**config.mk**
```make
export PLATFORM = sky130hd
export DESIGN_NAME = handheld_audio_stereo_mixer_flat
export DESIGN_NICKNAME = d
export VERILOG_FILES = /design/src/design/hasm_pkg.sv /design/src/design/hasm_in_if.sv /design/src/design/hasm_out_if.sv /design/src/design/handheld_audio_stereo_mixer.sv /design/src/design/hasm_lane.sv /design/src/design/hasm_merge.sv /design/src/flat_wrapper.sv
export SDC_FILE = /design/constraint.sdc
export NUM_CORES = 2
export LEC_CHECK = 0
export BUFFER_PORTS_ARGS = -buffer_cell sky130_fd_sc_hd__buf_4
export CAP_MARGIN = 20
export CORE_UTILIZATION = 55
export CTS_CLUSTER_DIAMETER = 80
export CTS_CLUSTER_SIZE = 30
export DETAILED_ROUTE_END_ITERATION = 8
export GPL_ROUTABILITY_DRIVEN = 0
export PLACE_DENSITY = 0.68
export SLEW_MARGIN = 30
export SYNTH_ARGS = -nofsm -noshare
export SYNTH_HDL_FRONTEND = slang
export SYNTH_SLANG_ARGS = --single-unit
```
**constraint.sdc**
```tcl
create_clock -name clk_i -period 32.1 [get_ports clk_i]
set_input_delay 0 -clock clk_i [delete_from_list [all_inputs] [get_ports clk_i]]
set_output_delay 0 -clock clk_i [all_outputs]
set_load 0.02 [all_outputs]
```
**src/design/hasm_pkg.sv**
```systemverilog
// Shared types, constants and weight function for the stereo mixer.
package hasm_pkg;

  // Default sample width and fixed field widths.
  localparam int SAMPLE_BITS_DEF = 16;
  localparam int LANES           = 6;
  localparam int TONE_LANES      = 4;
  localparam int W_BITS          = 11;
  localparam int OUT_BITS        = 17;
  localparam int BIAS_BITS       = 10;
  localparam int CFG_DATA_BITS   = 16;
  localparam int CFG_IDX_BITS    = 2;

  // Register reset images.
  localparam logic [7:0]  NR50_RST = 8'h77;
  localparam logic [7:0]  NR51_RST = 8'hFF;
  localparam logic [15:0] MIXC_RST = 16'h210E;
  localparam logic [15:0] BIAS_RST = 16'h0200;

  // FIFO voice weights (twice the nominal 256 and 512).
  localparam logic [W_BITS-1:0] FIFO_W_HALF = W_BITS'(512);
  localparam logic [W_BITS-1:0] FIFO_W_FULL = W_BITS'(1024);

  // Configuration register indexes.
  typedef enum logic [CFG_IDX_BITS-1:0] {
    CFG_NR50 = 2'd0,
    CFG_NR51 = 2'd1,
    CFG_MIXC = 2'd2,
    CFG_BIAS = 2'd3
  } cfg_idx_e;

  // Stage enables handed from the pipeline control to a merge unit.
  typedef struct packed {
    logic en_sum;
    logic en_clamp;
    logic en_out;
  } stage_en_t;

  // Twice the tone weight: (240 * (master volume + 1)) >> (4 - volume code).
  function automatic logic [W_BITS-1:0] tone_weight(input logic [2:0] mvol,
                                                   input logic [1:0] code);
    logic [W_BITS-1:0] full;
    logic [W_BITS-1:0] res;
    full = W_BITS'(240) * W_BITS'({1'b0, mvol} + 4'd1);
    unique case (code)
      2'd0: res = full >> 4;
      2'd1: res = full >> 3;
      2'd2: res = full >> 2;
      2'd3: res = full >> 1;
      default: res = '0;
    endcase
    return res;
  endfunction

endpackage

```
**src/design/hasm_in_if.sv**
```systemverilog
// Input channel: one frame of six voice samples and a block-end flag.
interface hasm_in_if #(
  parameter int SAMPLE_BITS = hasm_pkg::SAMPLE_BITS_DEF
) ();
  logic                          valid;
  logic                          ready;
  logic signed [SAMPLE_BITS-1:0] square1_sample;
  logic signed [SAMPLE_BITS-1:0] square2_sample;
  logic signed [SAMPLE_BITS-1:0] wave_sample;
  logic signed [SAMPLE_BITS-1:0] noise_sample;
  logic signed [SAMPLE_BITS-1:0] fifo_a_sample;
  logic signed [SAMPLE_BITS-1:0] fifo_b_sample;
  logic                          block_end;

  modport source (
    output valid, square1_sample, square2_sample, wave_sample, noise_sample,
           fifo_a_sample, fifo_b_sample, block_end,
    input  ready
  );

  modport sink (
    input  valid, square1_sample, square2_sample, wave_sample, noise_sample,
           fifo_a_sample, fifo_b_sample, block_end,
    output ready
  );
endinterface

```
**src/design/hasm_out_if.sv**
```systemverilog
// Output channel: one mixed stereo sample pair and the block-done flag.
interface hasm_out_if ();
  logic                                 valid;
  logic                                 ready;
  logic signed [hasm_pkg::OUT_BITS-1:0] left_out;
  logic signed [hasm_pkg::OUT_BITS-1:0] right_out;
  logic                                 block_done;

  modport source (
    output valid, left_out, right_out, block_done,
    input  ready
  );

  modport sink (
    input  valid, left_out, right_out, block_done,
    output ready
  );
endinterface

```
**src/design/handheld_audio_stereo_mixer.sv**
```systemverilog
// Top level of the stereo mixer: register file, voice lanes, merge units and flow control.
//
//   Channel   Direction  Handshake      Carries
//   in_i      sink       valid/ready    six voice samples, block_end
//   out_o     source     valid/ready    left_out, right_out, block_done
//   cfg       write      cfg_we_i       register index and 16-bit data
//
// One frame is taken per cycle while the input is not stalled; each frame passes through
// four register stages: lane multiply, lane sum, bias clamp, scale and output.
// Each stage holds one frame and moves on whenever the next stage is free, so
// a stalled output only blocks input once all four stages are full.
// Reset clears the stage valid bits and loads the register reset images.
module handheld_audio_stereo_mixer #(
  parameter int SAMPLE_BITS = hasm_pkg::SAMPLE_BITS_DEF
) (
  input  logic                                  clk_i,
  input  logic                                  rst_ni,
  hasm_in_if.sink                               in_i,
  hasm_out_if.source                            out_o,
  input  logic                                  cfg_we_i,
  input  logic [hasm_pkg::CFG_IDX_BITS-1:0]     cfg_idx_i,
  input  logic [hasm_pkg::CFG_DATA_BITS-1:0]    cfg_data_i
);
  import hasm_pkg::*;

  localparam int PW = SAMPLE_BITS + W_BITS + 1;

  logic [7:0]  nr50_q, nr51_q;
  logic [15:0] mixc_q, bias_q;

  // Register file; the sampling-cycle bits are stored but unused.
  always_ff @(posedge clk_i or negedge rst_ni) begin
    if (!rst_ni) begin
      nr50_q <= NR50_RST;
      nr51_q <= NR51_RST;
      mixc_q <= MIXC_RST;
      bias_q <= BIAS_RST;
    end else if (cfg_we_i) begin
      unique case (cfg_idx_i)
        CFG_NR50: nr50_q <= cfg_data_i[7:0];
        CFG_NR51: nr51_q <= cfg_data_i[7:0];
        CFG_MIXC: mixc_q <= cfg_data_i;
        CFG_BIAS: bias_q <= cfg_data_i;
        default: ;
      endcase
    end
  end

  // Per-lane weights for each side; zero where a voice is not routed.
  logic [W_BITS-1:0] tone_l, tone_r, fifo_a_w, fifo_b_w;
  logic [W_BITS-1:0] w_left [LANES];
  logic [W_BITS-1:0] w_right [LANES];

  assign tone_l   = tone_weight(nr50_q[6:4], mixc_q[1:0]);
  assign tone_r   = tone_weight(nr50_q[2:0], mixc_q[1:0]);
  assign fifo_a_w = mixc_q[2] ? FIFO_W_FULL : FIFO_W_HALF;
  assign fifo_b_w = mixc_q[3] ? FIFO_W_FULL : FIFO_W_HALF;

  always_comb begin
    for (int i = 0; i < TONE_LANES; i++) begin
      w_left[i]  = nr51_q[TONE_LANES + i] ? tone_l : '0;
      w_right[i] = nr51_q[i] ? tone_r : '0;
    end
    w_left[4]  = mixc_q[9]  ? fifo_a_w : '0;
    w_right[4] = mixc_q[8]  ? fifo_a_w : '0;
    w_left[5]  = mixc_q[13] ? fifo_b_w : '0;
    w_right[5] = mixc_q[12] ? fifo_b_w : '0;
  end

  // Stage flow control: a stage loads when it is empty or its frame moves on.
  logic v1_q, v2_q, v3_q, v4_q;
  logic f1, f2, f3, f4;

  assign f4 = !v4_q || out_o.ready;
  assign f3 = !v3_q || f4;
  assign f2 = !v2_q || f3;
  assign f1 = !v1_q || f2;

  always_ff @(posedge clk_i or negedge rst_ni) begin
    if (!rst_ni) begin
      v1_q <= 1'b0;
      v2_q <= 1'b0;
      v3_q <= 1'b0;
      v4_q <= 1'b0;
    end else begin
      if (f1) v1_q <= in_i.valid;
      if (f2) v2_q <= v1_q;
      if (f3) v3_q <= v2_q;
      if (f4) v4_q <= v3_q;
    end
  end

  // The block-end flag travels beside the frame.
  logic be1_q, be2_q, be3_q, be4_q;

  always_ff @(posedge clk_i) begin
    if (f1) be1_q <= in_i.block_end;
    if (f2) be2_q <= be1_q;
    if (f3) be3_q <= be2_q;
    if (f4) be4_q <= be3_q;
  end

  // Voice lanes.
  logic signed [SAMPLE_BITS-1:0] samp [LANES];
  logic signed [PW-1:0] prod_l [LANES];
  logic signed [PW-1:0] prod_r [LANES];

  assign samp[0] = in_i.square1_sample;
  assign samp[1] = in_i.square2_sample;
  assign samp[2] = in_i.wave_sample;
  assign samp[3] = in_i.noise_sample;
  assign samp[4] = in_i.fifo_a_sample;
  assign samp[5] = in_i.fifo_b_sample;

  for (genvar g = 0; g < LANES; g++) begin : g_lane
    hasm_lane #(
      .SAMPLE_BITS (SAMPLE_BITS)
    ) u_lane (
      .clk_i        (clk_i),
      .en_i         (f1),
      .sample_i     (samp[g]),
      .w_left_i     (w_left[g]),
      .w_right_i    (w_right[g]),
      .prod_left_o  (prod_l[g]),
      .prod_right_o (prod_r[g])
    );
  end

  // One merge unit for each side.
  stage_en_t stage_en;
  logic signed [OUT_BITS-1:0] left_res, right_res;

  assign stage_en.en_sum   = f2;
  assign stage_en.en_clamp = f3;
  assign stage_en.en_out   = f4;

  hasm_merge #(
    .SAMPLE_BITS (SAMPLE_BITS)
  ) u_merge_left (
    .clk_i  (clk_i),
    .en_i   (stage_en),
    .prod_i (prod_l),
    .bias_i (bias_q[BIAS_BITS-1:0]),
    .res_o  (left_res)
  );

  hasm_merge #(
    .SAMPLE_BITS (SAMPLE_BITS)
  ) u_merge_right (
    .clk_i  (clk_i),
    .en_i   (stage_en),
    .prod_i (prod_r),
    .bias_i (bias_q[BIAS_BITS-1:0]),
    .res_o  (right_res)
  );

  // Channel outputs.
  assign in_i.ready       = f1;
  assign out_o.valid      = v4_q;
  assign out_o.left_out   = left_res;
  assign out_o.right_out  = right_res;
  assign out_o.block_done = be4_q;

  // Input is refused only when the whole pipeline is backed up from the output.
  a_stall_source : assert property (@(posedge clk_i) disable iff (!rst_ni)
    !in_i.ready |-> (out_o.valid && !out_o.ready))
    else $error("input stalled without output backpressure");

  // A new result only appears after a frame reached the clamp stage.
  a_out_origin : assert property (@(posedge clk_i) disable iff (!rst_ni)
    $rose(out_o.valid) |-> $past(v3_q))
    else $error("result appeared with no frame behind it");

  // Clamped results stay within the scaled DAC range on both sides.
  a_out_range : assert property (@(posedge clk_i) disable iff (!rst_ni)
    out_o.valid |-> (out_o.left_out >= -17'sd49104 && out_o.left_out <= 17'sd49104
                     && out_o.right_out >= -17'sd49104
                     && out_o.right_out <= 17'sd49104))
    else $error("mixed sample outside clamp range");
endmodule

```
**src/design/hasm_lane.sv**
```systemverilog
// One voice lane: weights a sample for the left and right sides and registers both.
module hasm_lane #(
  parameter int SAMPLE_BITS = hasm_pkg::SAMPLE_BITS_DEF
) (
  input  logic                                    clk_i,
  input  logic                                    en_i,
  input  logic signed [SAMPLE_BITS-1:0]           sample_i,
  input  logic [hasm_pkg::W_BITS-1:0]             w_left_i,
  input  logic [hasm_pkg::W_BITS-1:0]             w_right_i,
  output logic signed [SAMPLE_BITS+hasm_pkg::W_BITS:0] prod_left_o,
  output logic signed [SAMPLE_BITS+hasm_pkg::W_BITS:0] prod_right_o
);
  import hasm_pkg::*;

  localparam int PW = SAMPLE_BITS + W_BITS + 1;

  logic signed [PW-1:0] prod_left_d, prod_right_d;
  logic signed [PW-1:0] prod_left_q, prod_right_q;

  // A weight of zero means the voice is not routed to that side.
  assign prod_left_d  = sample_i * $signed({1'b0, w_left_i});
  assign prod_right_d = sample_i * $signed({1'b0, w_right_i});

  // Product registers, loaded whenever this stage is free.
  always_ff @(posedge clk_i) begin
    if (en_i) begin
      prod_left_q  <= prod_left_d;
      prod_right_q <= prod_right_d;
    end
  end

  assign prod_left_o  = prod_left_q;
  assign prod_right_o = prod_right_q;
endmodule

```
**src/design/hasm_merge.sv**
```systemverilog
// Merge unit for one side: sums the lanes, applies the bias clamp and scales by 48.
module hasm_merge #(
  parameter int SAMPLE_BITS = hasm_pkg::SAMPLE_BITS_DEF
) (
  input  logic                                         clk_i,
  input  hasm_pkg::stage_en_t                          en_i,
  input  logic signed [SAMPLE_BITS+hasm_pkg::W_BITS:0] prod_i [hasm_pkg::LANES],
  input  logic [hasm_pkg::BIAS_BITS-1:0]               bias_i,
  output logic signed [hasm_pkg::OUT_BITS-1:0]         res_o
);
  import hasm_pkg::*;

  localparam int PW = SAMPLE_BITS + W_BITS + 1;
  localparam int SW = SAMPLE_BITS + 14;
  localparam int DW = SAMPLE_BITS + 12;
  localparam int MW = SAMPLE_BITS + 18;
  localparam logic signed [SW-1:0] ACC_LIM = SW'(1024) << SAMPLE_BITS;
  localparam logic signed [MW-1:0] RND     = MW'((64'd1 << SAMPLE_BITS) - 64'd1);

  logic signed [SW-1:0] sum_d, sum_q;
  logic signed [SW-1:0] bias_sh, acc;
  logic signed [SW-1:0] hi_d;
  logic signed [DW-1:0] dif_d, dif_q;
  logic signed [MW-1:0] dif_ext, scaled, adj, shr;
  logic signed [OUT_BITS-1:0] res_d, res_q;

  // Lane products are independent, so they add in one tree.
  always_comb begin
    sum_d = '0;
    for (int i = 0; i < LANES; i++) begin
      sum_d = sum_d + SW'(prod_i[i]);
    end
  end

  // Bias clamp: the biased sum is kept in 0..1023 and the bias taken off again.
  assign bias_sh = $signed(SW'(bias_i)) <<< SAMPLE_BITS;
  assign acc     = sum_q + bias_sh;
  assign hi_d    = (ACC_LIM - (SW'(1) << SAMPLE_BITS)) - bias_sh;

  always_comb begin
    if (acc >= ACC_LIM) begin
      dif_d = DW'(hi_d);
    end else if (acc < 0) begin
      dif_d = DW'(-bias_sh);
    end else begin
      dif_d = DW'(sum_q);
    end
  end

  // Times 48 as two shifts, then divide by the sample scale rounding toward zero.
  assign dif_ext = MW'(dif_q);
  assign scaled  = (dif_ext <<< 5) + (dif_ext <<< 4);
  assign adj     = scaled[MW-1] ? (scaled + RND) : scaled;
  assign shr     = adj >>> SAMPLE_BITS;
  assign res_d   = shr[OUT_BITS-1:0];

  // Stage registers.
  always_ff @(posedge clk_i) begin
    if (en_i.en_sum) begin
      sum_q <= sum_d;
    end
    if (en_i.en_clamp) begin
      dif_q <= dif_d;
    end
    if (en_i.en_out) begin
      res_q <= res_d;
    end
  end

  assign res_o = res_q;
endmodule
```
**src/flat_wrapper.sv**
```systemverilog
// flat-port wrapper written by rule: the top's interface ports become plain ports
module handheld_audio_stereo_mixer_flat import hasm_pkg::*;
#(
  parameter int SAMPLE_BITS = hasm_pkg::SAMPLE_BITS_DEF
)
  (clk_i, rst_ni, cfg_we_i, cfg_idx_i, cfg_data_i, in_i_valid, in_i_square1_sample, in_i_square2_sample, in_i_wave_sample, in_i_noise_sample, in_i_fifo_a_sample, in_i_fifo_b_sample, in_i_block_end, in_i_ready, out_o_valid, out_o_left_out, out_o_right_out, out_o_block_done, out_o_ready);
  hasm_in_if #(.SAMPLE_BITS(SAMPLE_BITS)) in_i_i ();
  hasm_out_if out_o_i ();
  input  logic clk_i;
  input  logic rst_ni;
  input  logic cfg_we_i;
  input  logic [hasm_pkg::CFG_IDX_BITS-1:0] cfg_idx_i;
  input  logic [hasm_pkg::CFG_DATA_BITS-1:0] cfg_data_i;
  input wire logic [$bits(in_i_i.valid)-1:0] in_i_valid;
  input wire logic [$bits(in_i_i.square1_sample)-1:0] in_i_square1_sample;
  input wire logic [$bits(in_i_i.square2_sample)-1:0] in_i_square2_sample;
  input wire logic [$bits(in_i_i.wave_sample)-1:0] in_i_wave_sample;
  input wire logic [$bits(in_i_i.noise_sample)-1:0] in_i_noise_sample;
  input wire logic [$bits(in_i_i.fifo_a_sample)-1:0] in_i_fifo_a_sample;
  input wire logic [$bits(in_i_i.fifo_b_sample)-1:0] in_i_fifo_b_sample;
  input wire logic [$bits(in_i_i.block_end)-1:0] in_i_block_end;
  output wire logic [$bits(in_i_i.ready)-1:0] in_i_ready;
  output wire logic [$bits(out_o_i.valid)-1:0] out_o_valid;
  output wire logic [$bits(out_o_i.left_out)-1:0] out_o_left_out;
  output wire logic [$bits(out_o_i.right_out)-1:0] out_o_right_out;
  output wire logic [$bits(out_o_i.block_done)-1:0] out_o_block_done;
  input wire logic [$bits(out_o_i.ready)-1:0] out_o_ready;
  assign in_i_i.valid = in_i_valid;
  assign in_i_i.square1_sample = in_i_square1_sample;
  assign in_i_i.square2_sample = in_i_square2_sample;
  assign in_i_i.wave_sample = in_i_wave_sample;
  assign in_i_i.noise_sample = in_i_noise_sample;
  assign in_i_i.fifo_a_sample = in_i_fifo_a_sample;
  assign in_i_i.fifo_b_sample = in_i_fifo_b_sample;
  assign in_i_i.block_end = in_i_block_end;
  assign in_i_ready = in_i_i.ready;
  assign out_o_valid = out_o_i.valid;
  assign out_o_left_out = out_o_i.left_out;
  assign out_o_right_out = out_o_i.right_out;
  assign out_o_block_done = out_o_i.block_done;
  assign out_o_i.ready = out_o_ready;
  handheld_audio_stereo_mixer #(.SAMPLE_BITS(SAMPLE_BITS)) u_core (.clk_i(clk_i), .rst_ni(rst_ni), .in_i(in_i_i), .out_o(out_o_i), .cfg_we_i(cfg_we_i), .cfg_idx_i(cfg_idx_i), .cfg_data_i(cfg_data_i));
endmodule
```
**Word level (Yosys, flattened, before mapping)**

Cells that the tools add are included.

- Add/sub/neg operators: 20
- Multiply operators: 14
- Order comparisons: 4
- Eq/ne operators: 6
- Mux-type cells: 22
- Reduce and logical (&&, ||, !) cells: 14

Operators with widths:

| kind | count |
|---|---|
| multiplier 16 x 12 -> 28 bit | 12 |
| adder 30 x 28 -> 30 bit | 6 |
| 2-to-1 mux 11 bit | 14 |
| 2-to-1 mux 28 bit | 4 |
| case mux 11 bit (4 select lines) | 2 |
| adder 33 x 32 -> 34 bit | 2 |
| adder 33 x 17 -> 33 bit (second input constant) | 2 |
| 2-to-1 mux 33 bit | 2 |
| adder 29 x 28 -> 30 bit | 2 |
| adder 30 x 27 -> 30 bit | 2 |
| greater-or-equal comparator 30 x 28 -> 1 bit (second input constant) | 2 |
| less-than comparator 30 x 1 -> 1 bit (second input constant) | 2 |
| adder 28 x 28 -> 29 bit | 2 |
| negation 26 -> 28 bit | 1 |
| subtractor 26 x 26 -> 27 bit (first input constant) | 1 |
| multiplier 4 x 11 -> 7 bit (first input constant) | 2 |
| adder 3 x 1 -> 4 bit (second input constant) | 2 |
| equality test 2 bit (second input constant) | 4 |
| AND reduction 2 bit | 4 |
| equality test 2 x 1 -> 1 bit (second input constant) | 2 |
| zero test 1 bit | 4 |
| zero test 2 bit | 2 |
| logical OR 1 bit | 4 |

- Register bits: 533
- Input port bits: 120
- Output and inout port bits: 37
- Logic and storage cells: 110

**Depth between registers and ports, before layout**

- Word-level depth: 5
- Mapped depth: 40
- Depth with buffers taken out: 39

**Hierarchy**

From an unflattened synthesis, not the netlist that was laid out.

- Cell total of the unflattened synthesis: 11891
- Area total of the unflattened synthesis: 110735.0 µm²

Modules (own cells, without submodules):

| module | times used | cells each | area an instance (µm²) | seq. area each (µm²) |
|---|---|---|---|---|
| hasm_lane (u_core.g_lane[2].u_lane ...) | 3 | 1577 | 14629.0 | 1681.6 |
| hasm_lane (u_core.g_lane[1].u_lane) | 1 | 1620 | 14924.3 | 1681.6 |
| hasm_lane (u_core.g_lane[5].u_lane) | 1 | 1591 | 14772.9 | 1681.6 |
| hasm_lane (u_core.g_lane[0].u_lane) | 1 | 1583 | 14749.1 | 1681.6 |
| hasm_merge (u_core.u_merge_left) | 1 | 1056 | 9795.6 | 2252.2 |
| hasm_merge (u_core.u_merge_right) | 1 | 968 | 9207.6 | 2252.2 |
| handheld_audio_stereo_mixer | 1 | 342 | 3398.3 | 1046.0 |

**Worst setup path after synthesis**

OpenSTA, ideal clock, no wires.

- Kind: register -> register
- Start: register u_core.v4_q (netlist: u_core.out_o.valid)
- End: register u_core.be1_q (enable)
- Setup time: 3686 ps
- Data arrival time: 9061 ps
- Data required time: 28414 ps
- Path slack: 19353 ps
- Stages on the path, launching flop included: 3
- Path buffers: 0
- Period minus slack after synthesis: 12747 ps
- Cell sequence: dfrtp_1 -> nor2b_1 -> nand4_1

- Cells in the longest elaborated chain, start to end: 5

RTL lines:

| element | line | text |
|---|---|---|
| start, declared | handheld_audio_stereo_mixer.sv:71 | `logic v1_q, v2_q, v3_q, v4_q;` |
| start signal, assigned | handheld_audio_stereo_mixer.sv:89 | `if (f4) v4_q <= v3_q;` |
| zero test 1 bit | handheld_audio_stereo_mixer.sv:74 | `assign f4 = !v4_q \|\| out_o.ready;` |
| logical OR 1 bit | handheld_audio_stereo_mixer.sv:74 |  |
| logical OR 1 bit | handheld_audio_stereo_mixer.sv:75 | `assign f3 = !v3_q \|\| f4;` |
| logical OR 1 bit | handheld_audio_stereo_mixer.sv:76 | `assign f2 = !v2_q \|\| f3;` |
| logical OR 1 bit | handheld_audio_stereo_mixer.sv:77 | `assign f1 = !v1_q \|\| f2;` |
| named net in_i_ready | flat_wrapper.sv:22 | `output wire logic [$bits(in_i_i.ready)-1:0] in_i_ready;` |
| end signal, assigned | handheld_audio_stereo_mixer.sv:97 | `if (f1) be1_q <= in_i.block_end;` |
| end, declared | handheld_audio_stereo_mixer.sv:94 | `logic be1_q, be2_q, be3_q, be4_q;` |

The timed path passes the listed nets, and every way through them passes these cells.
A chain may end at the register's enable or synchronous reset.

**Final worst setup path**

- Start: register u_core.nr50_q[0]
- End: register u_core.g_lane[1].u_lane.prod_right_q[27], data pin

- Cells in the longest elaborated chain, start to end: 5

RTL lines:

| element | line | text |
|---|---|---|
| start, declared | handheld_audio_stereo_mixer.sv:28 | `logic [7:0] nr50_q, nr51_q;` |
| start signal, assigned | handheld_audio_stereo_mixer.sv:40 | `CFG_NR50: nr50_q <= cfg_data_i[7:0];` |
| adder 3 x 1 -> 4 bit | hasm_pkg.sv:44 | `full = W_BITS'(240) * W_BITS'({1'b0, mvol} + 4'd1);` |
| multiplier 4 x 11 -> 7 bit | hasm_pkg.sv:44 |  |
| case mux 11 bit (4 select lines) | hasm_pkg.sv:45 | `unique case (code)` |
| 2-to-1 mux 11 bit | handheld_audio_stereo_mixer.sv:62 | `w_right[i] = nr51_q[i] ? tone_r : '0;` |
| multiplier 16 x 12 -> 28 bit | hasm_lane.sv:22 | `assign prod_right_d = sample_i * $signed({1'b0, w_right_i});` |
| named net u_core.g_lane[1].u_lane.prod_right_d[27] | hasm_lane.sv:17 | `logic signed [PW-1:0] prod_left_d, prod_right_d;` |
| end signal, assigned | hasm_lane.sv:28 | `prod_right_q <= prod_right_d;` |
| end, declared | hasm_lane.sv:18 | `logic signed [PW-1:0] prod_left_q, prod_right_q;` |

The timed path passes the listed nets, and every way through them passes these cells. The select of a mux whose other input is x is not followed.

==> results.md <==
* Outcome: completed
* Syn avg cell area at about 9.6 um2
* Crit path kind: flop to flop
* Filler Cell Count at ~13,000
* Initial Util at 0.556
* Number of global-route vias before repair at roughly 61,000
* Hold Path Origin: in_i_noise_sample[1]
* Share of cells above drive strength 1 at 0.0452
* TNS Setup at 0 ns
* Crit path DAT at roughly 11 ns
* Via count at approximately 59,000
* Total GRT Usage at 0.289
* Die area at approximately 0.15 mm2
* Deepest clock path buffer count at 3
* Tightest Pin Transition at 0.988 ns
* DP HPWL at approximately 170,000 um
* CTS Buf Count at 34
* Commonest non-fill, non-tap cell in the layout: inv_1
* Initial DRC Count at approximately 4,500
* # port buffers at about 150
* Die X at slightly below 400 um
* Min-Delay Endpoint: u_core.g_lane[3].u_lane.prod_right_o[1]
* Post-CTS Setup Inserts at 0
* Post-Route WL at 214,000 um
* First-pass GRT wire length at roughly 340,000 um
* DRC at 0
* Final Slew Violations at 0
* Gr ovfl total at 0
* Die Y at 389 um
* Pre-Repair DR Iteration Count at 6
* Seq/Total Area, Yosys at 0.177
* Cell Area, Synth at just over 0.08 mm2
* Setup crit end kind: flop
* Max Cap Violations at 0
* Highest-delay cell along the critical path: and2_1
* Worst reg2reg path endpoint: u_core.g_lane[1].u_lane.prod_right_o[27]
* Worst Path Max Fanout at 14
* Synth Register Bits at slightly below 500
* DR vias/cell at approximately 5.6
* Clk_lat worst skew at 0.63 ns
* Most frequent cells in the layout: inv_1 (1,988), fa_1 (1,359), nand2_1 (1,110)
* R2R depth at 36
* FF-to-FF Start: u_core.nr50_q[0]
* WL per Instance at ~20 um
* Most frequent cell on the critical path: fa_1
* Cts-stage hold buffer count at 33
* Clock tree sinks at 490
* Initial antenna violation count at 16
* EDFF count, synth at approximately 450
* Final Cycle Share at 0.330
* Synth warn at 0
* Clk pin slew, worst setup/hold paths at 0.09 ns
* Final Skew at between 0.03 and 0.04 ns
* CTS tree: yes
* Final hold viol count at 0
* CP delay by family, top: adder cells
* Post-CTS sizing at 0
* R2R setup slack at between 20 and 25 ns
* Hold Crit Depth at 3
* RSZ-0062 raised after global routing: false
* Largest net degree at the start of global routing at slightly above 80
* Min Clock Period, post-route at 10.58 ns
* Hold Path Class: primary input to flop
* Clk Tree Root Cell: clkbuf_16
* H-tree Lvls at 2
* IO Pins at about 160
* Asr flop ratio synth at 0.0735
* CP required at between 30 and 40 ns
* Final ANT Viol Nets at 0
* Fmax at ~0.095 GHz
* Syn_nets at around 11,000
* P&R area growth vs syn at 5.54%
* CP bufs+invs at 5
* Final Net Count at 11,000
* Slew Limit Headroom at 0.333
* # rows at about 140
* Post-synth top flop: edfxtp_1
* Core area at around 0.15 mm2
* Crit-path max cell delay at between 0.6 and 0.7 ns
* Startpoint Class: flop
* Synth Instances at ~8,600
* Synth cell types at between 90 and 100
* Final Setup Violations at 0
how the worst max path moves through the flow:
stage,depth (start not counted),to,slack (ns),start
after floorplan,2,u_core.be1_q,19.35,u_core.out_o.valid
after global placement,36,u_core.g_lane[1].u_lane.prod_right_o[27],21.58,u_core.nr50_q[0]
after detailed placement,35,u_core.g_lane[2].u_lane.prod_right_o[25],21.55,u_core.nr50_q[0]
after CTS,35,u_core.g_lane[2].u_lane.prod_right_o[25],21.49,u_core.nr50_q[0]
after global routing,36,u_core.g_lane[1].u_lane.prod_right_o[27],20.95,u_core.nr50_q[0]
final,36,u_core.g_lane[1].u_lane.prod_right_o[27],21.52,u_core.nr50_q[0]
worst min-delay path, cell delays in order:
cell and delay (ns):
buf_4 0.24, and3_1 0.19, ha_1 0.11
registers in the layout, summed over array words and instances (netlist names):
register and count:
u_core.u_merge_right.res_o 17, u_core.be2_q 1, u_core.v3_q 1, u_core.be3_q 1
u_core.u_merge_right.sum_q 30, u_core.g_lane.u_lane.prod_right_o 150, u_core.be1_q 1, u_core.mixc_q 8
u_core.out_o.valid 1, u_core.nr50_q 6, u_core.u_merge_left.res_o 17, u_core.bias_q 10
u_core.u_merge_left.sum_q 30, u_core.g_lane.u_lane.prod_left_o 150, u_core.out_o.block_done 1, u_core.v2_q 1
u_core.u_merge_right.dif_q 28, u_core.v1_q 1, u_core.nr51_q 8, u_core.u_merge_left.dif_q 28
metrics by stage:
step           cells  hold WS (ns)  instance area (um2)   util  setup slack (ns)
6_report       10500        0.0460                87000  0.587             21.52
4_1_cts        10500        0.0113                86900  0.587             21.49
2_1_floorplan   8614        -0.296                82400      -             19.35
3_5_place_dp   10400        0.0702                85300  0.576             21.55
3_3_place_gp   10400        0.0646                85300  0.575             21.58
5_1_grt        10500        0.0359                87000  0.587             20.95
layout make-up:
cell class / instances / area [um2] / share of cell area
well taps: 1930 / 2410 / 0.0278
clock inverters: 26 / 407 / 0.00468
inverters: 1988 / 7460 / 0.0858
repair buffers: 244 / 1940 / 0.0223
multi-input cells: 5829 / 59300 / 0.682
diodes: 6 / 15.0 / 0.000173
clock buffers: 36 / 880 / 0.0101
flip-flops and latches: 490 / 14600 / 0.167
routing by layer:
layer  GRT usage  vias up  routed length, um
li1            -    26800                  -
met1       0.397    29700              89200
met2       0.458     2089              96600
met3      0.0497      360              18500
met4       0.109       18               9120
met5           0        -                118
cells by family (layout without fill, tap and decap cells):
kind of cell / after synthesis / in the layout / synth area share
DFF: 490 / 490 / 0.177
other: 0 / 6 / 0
buffers and inverters: 2295 / 2294 / 0.105
and+or+nand+nor: 2247 / 2247 / 0.130
adders and majority gates: 2337 / 2337 / 0.479
xor gates and xnor gates: 371 / 371 / 0.0395
AOI/OAI and AO/OA: 833 / 833 / 0.0653
muxes: 41 / 41 / 0.00548
Yosys cell counts, types with 22 or more instances:
library cell / instances / share of area
inv_1: 1988 / 0.091
fa_1: 1359 / 0.33
nand2_1: 1111 / 0.051
ha_1: 978 / 0.15
edfxtp_1: 454 / 0.17
and3_1: 353 / 0.027
clkbuf_1: 299 / 0.014
a21oi_1: 279 / 0.017
xnor2_1: 276 / 0.029
nor2_1: 195 / 0.0089
and2_1: 191 / 0.015
o21ai_0: 138 / 0.0084
a21o_1: 119 / 0.011
xor2_1: 94 / 0.010
nand3_1: 84 / 0.0051
nor2b_1: 71 / 0.0054
nor3_1: 63 / 0.0038
o21a_1: 54 / 0.0049
nand2b_1: 50 / 0.0038
mux2_2: 33 / 0.0045
o21bai_1: 32 / 0.0029
o211ai_1: 28 / 0.0026
or3_1: 28 / 0.0021
and2_0: 25 / 0.0019
a31oi_1: 22 / 0.0017
Power is not shown: default switching activity piles up to over one toggle a cycle in this logic, so the estimate is an artifact.
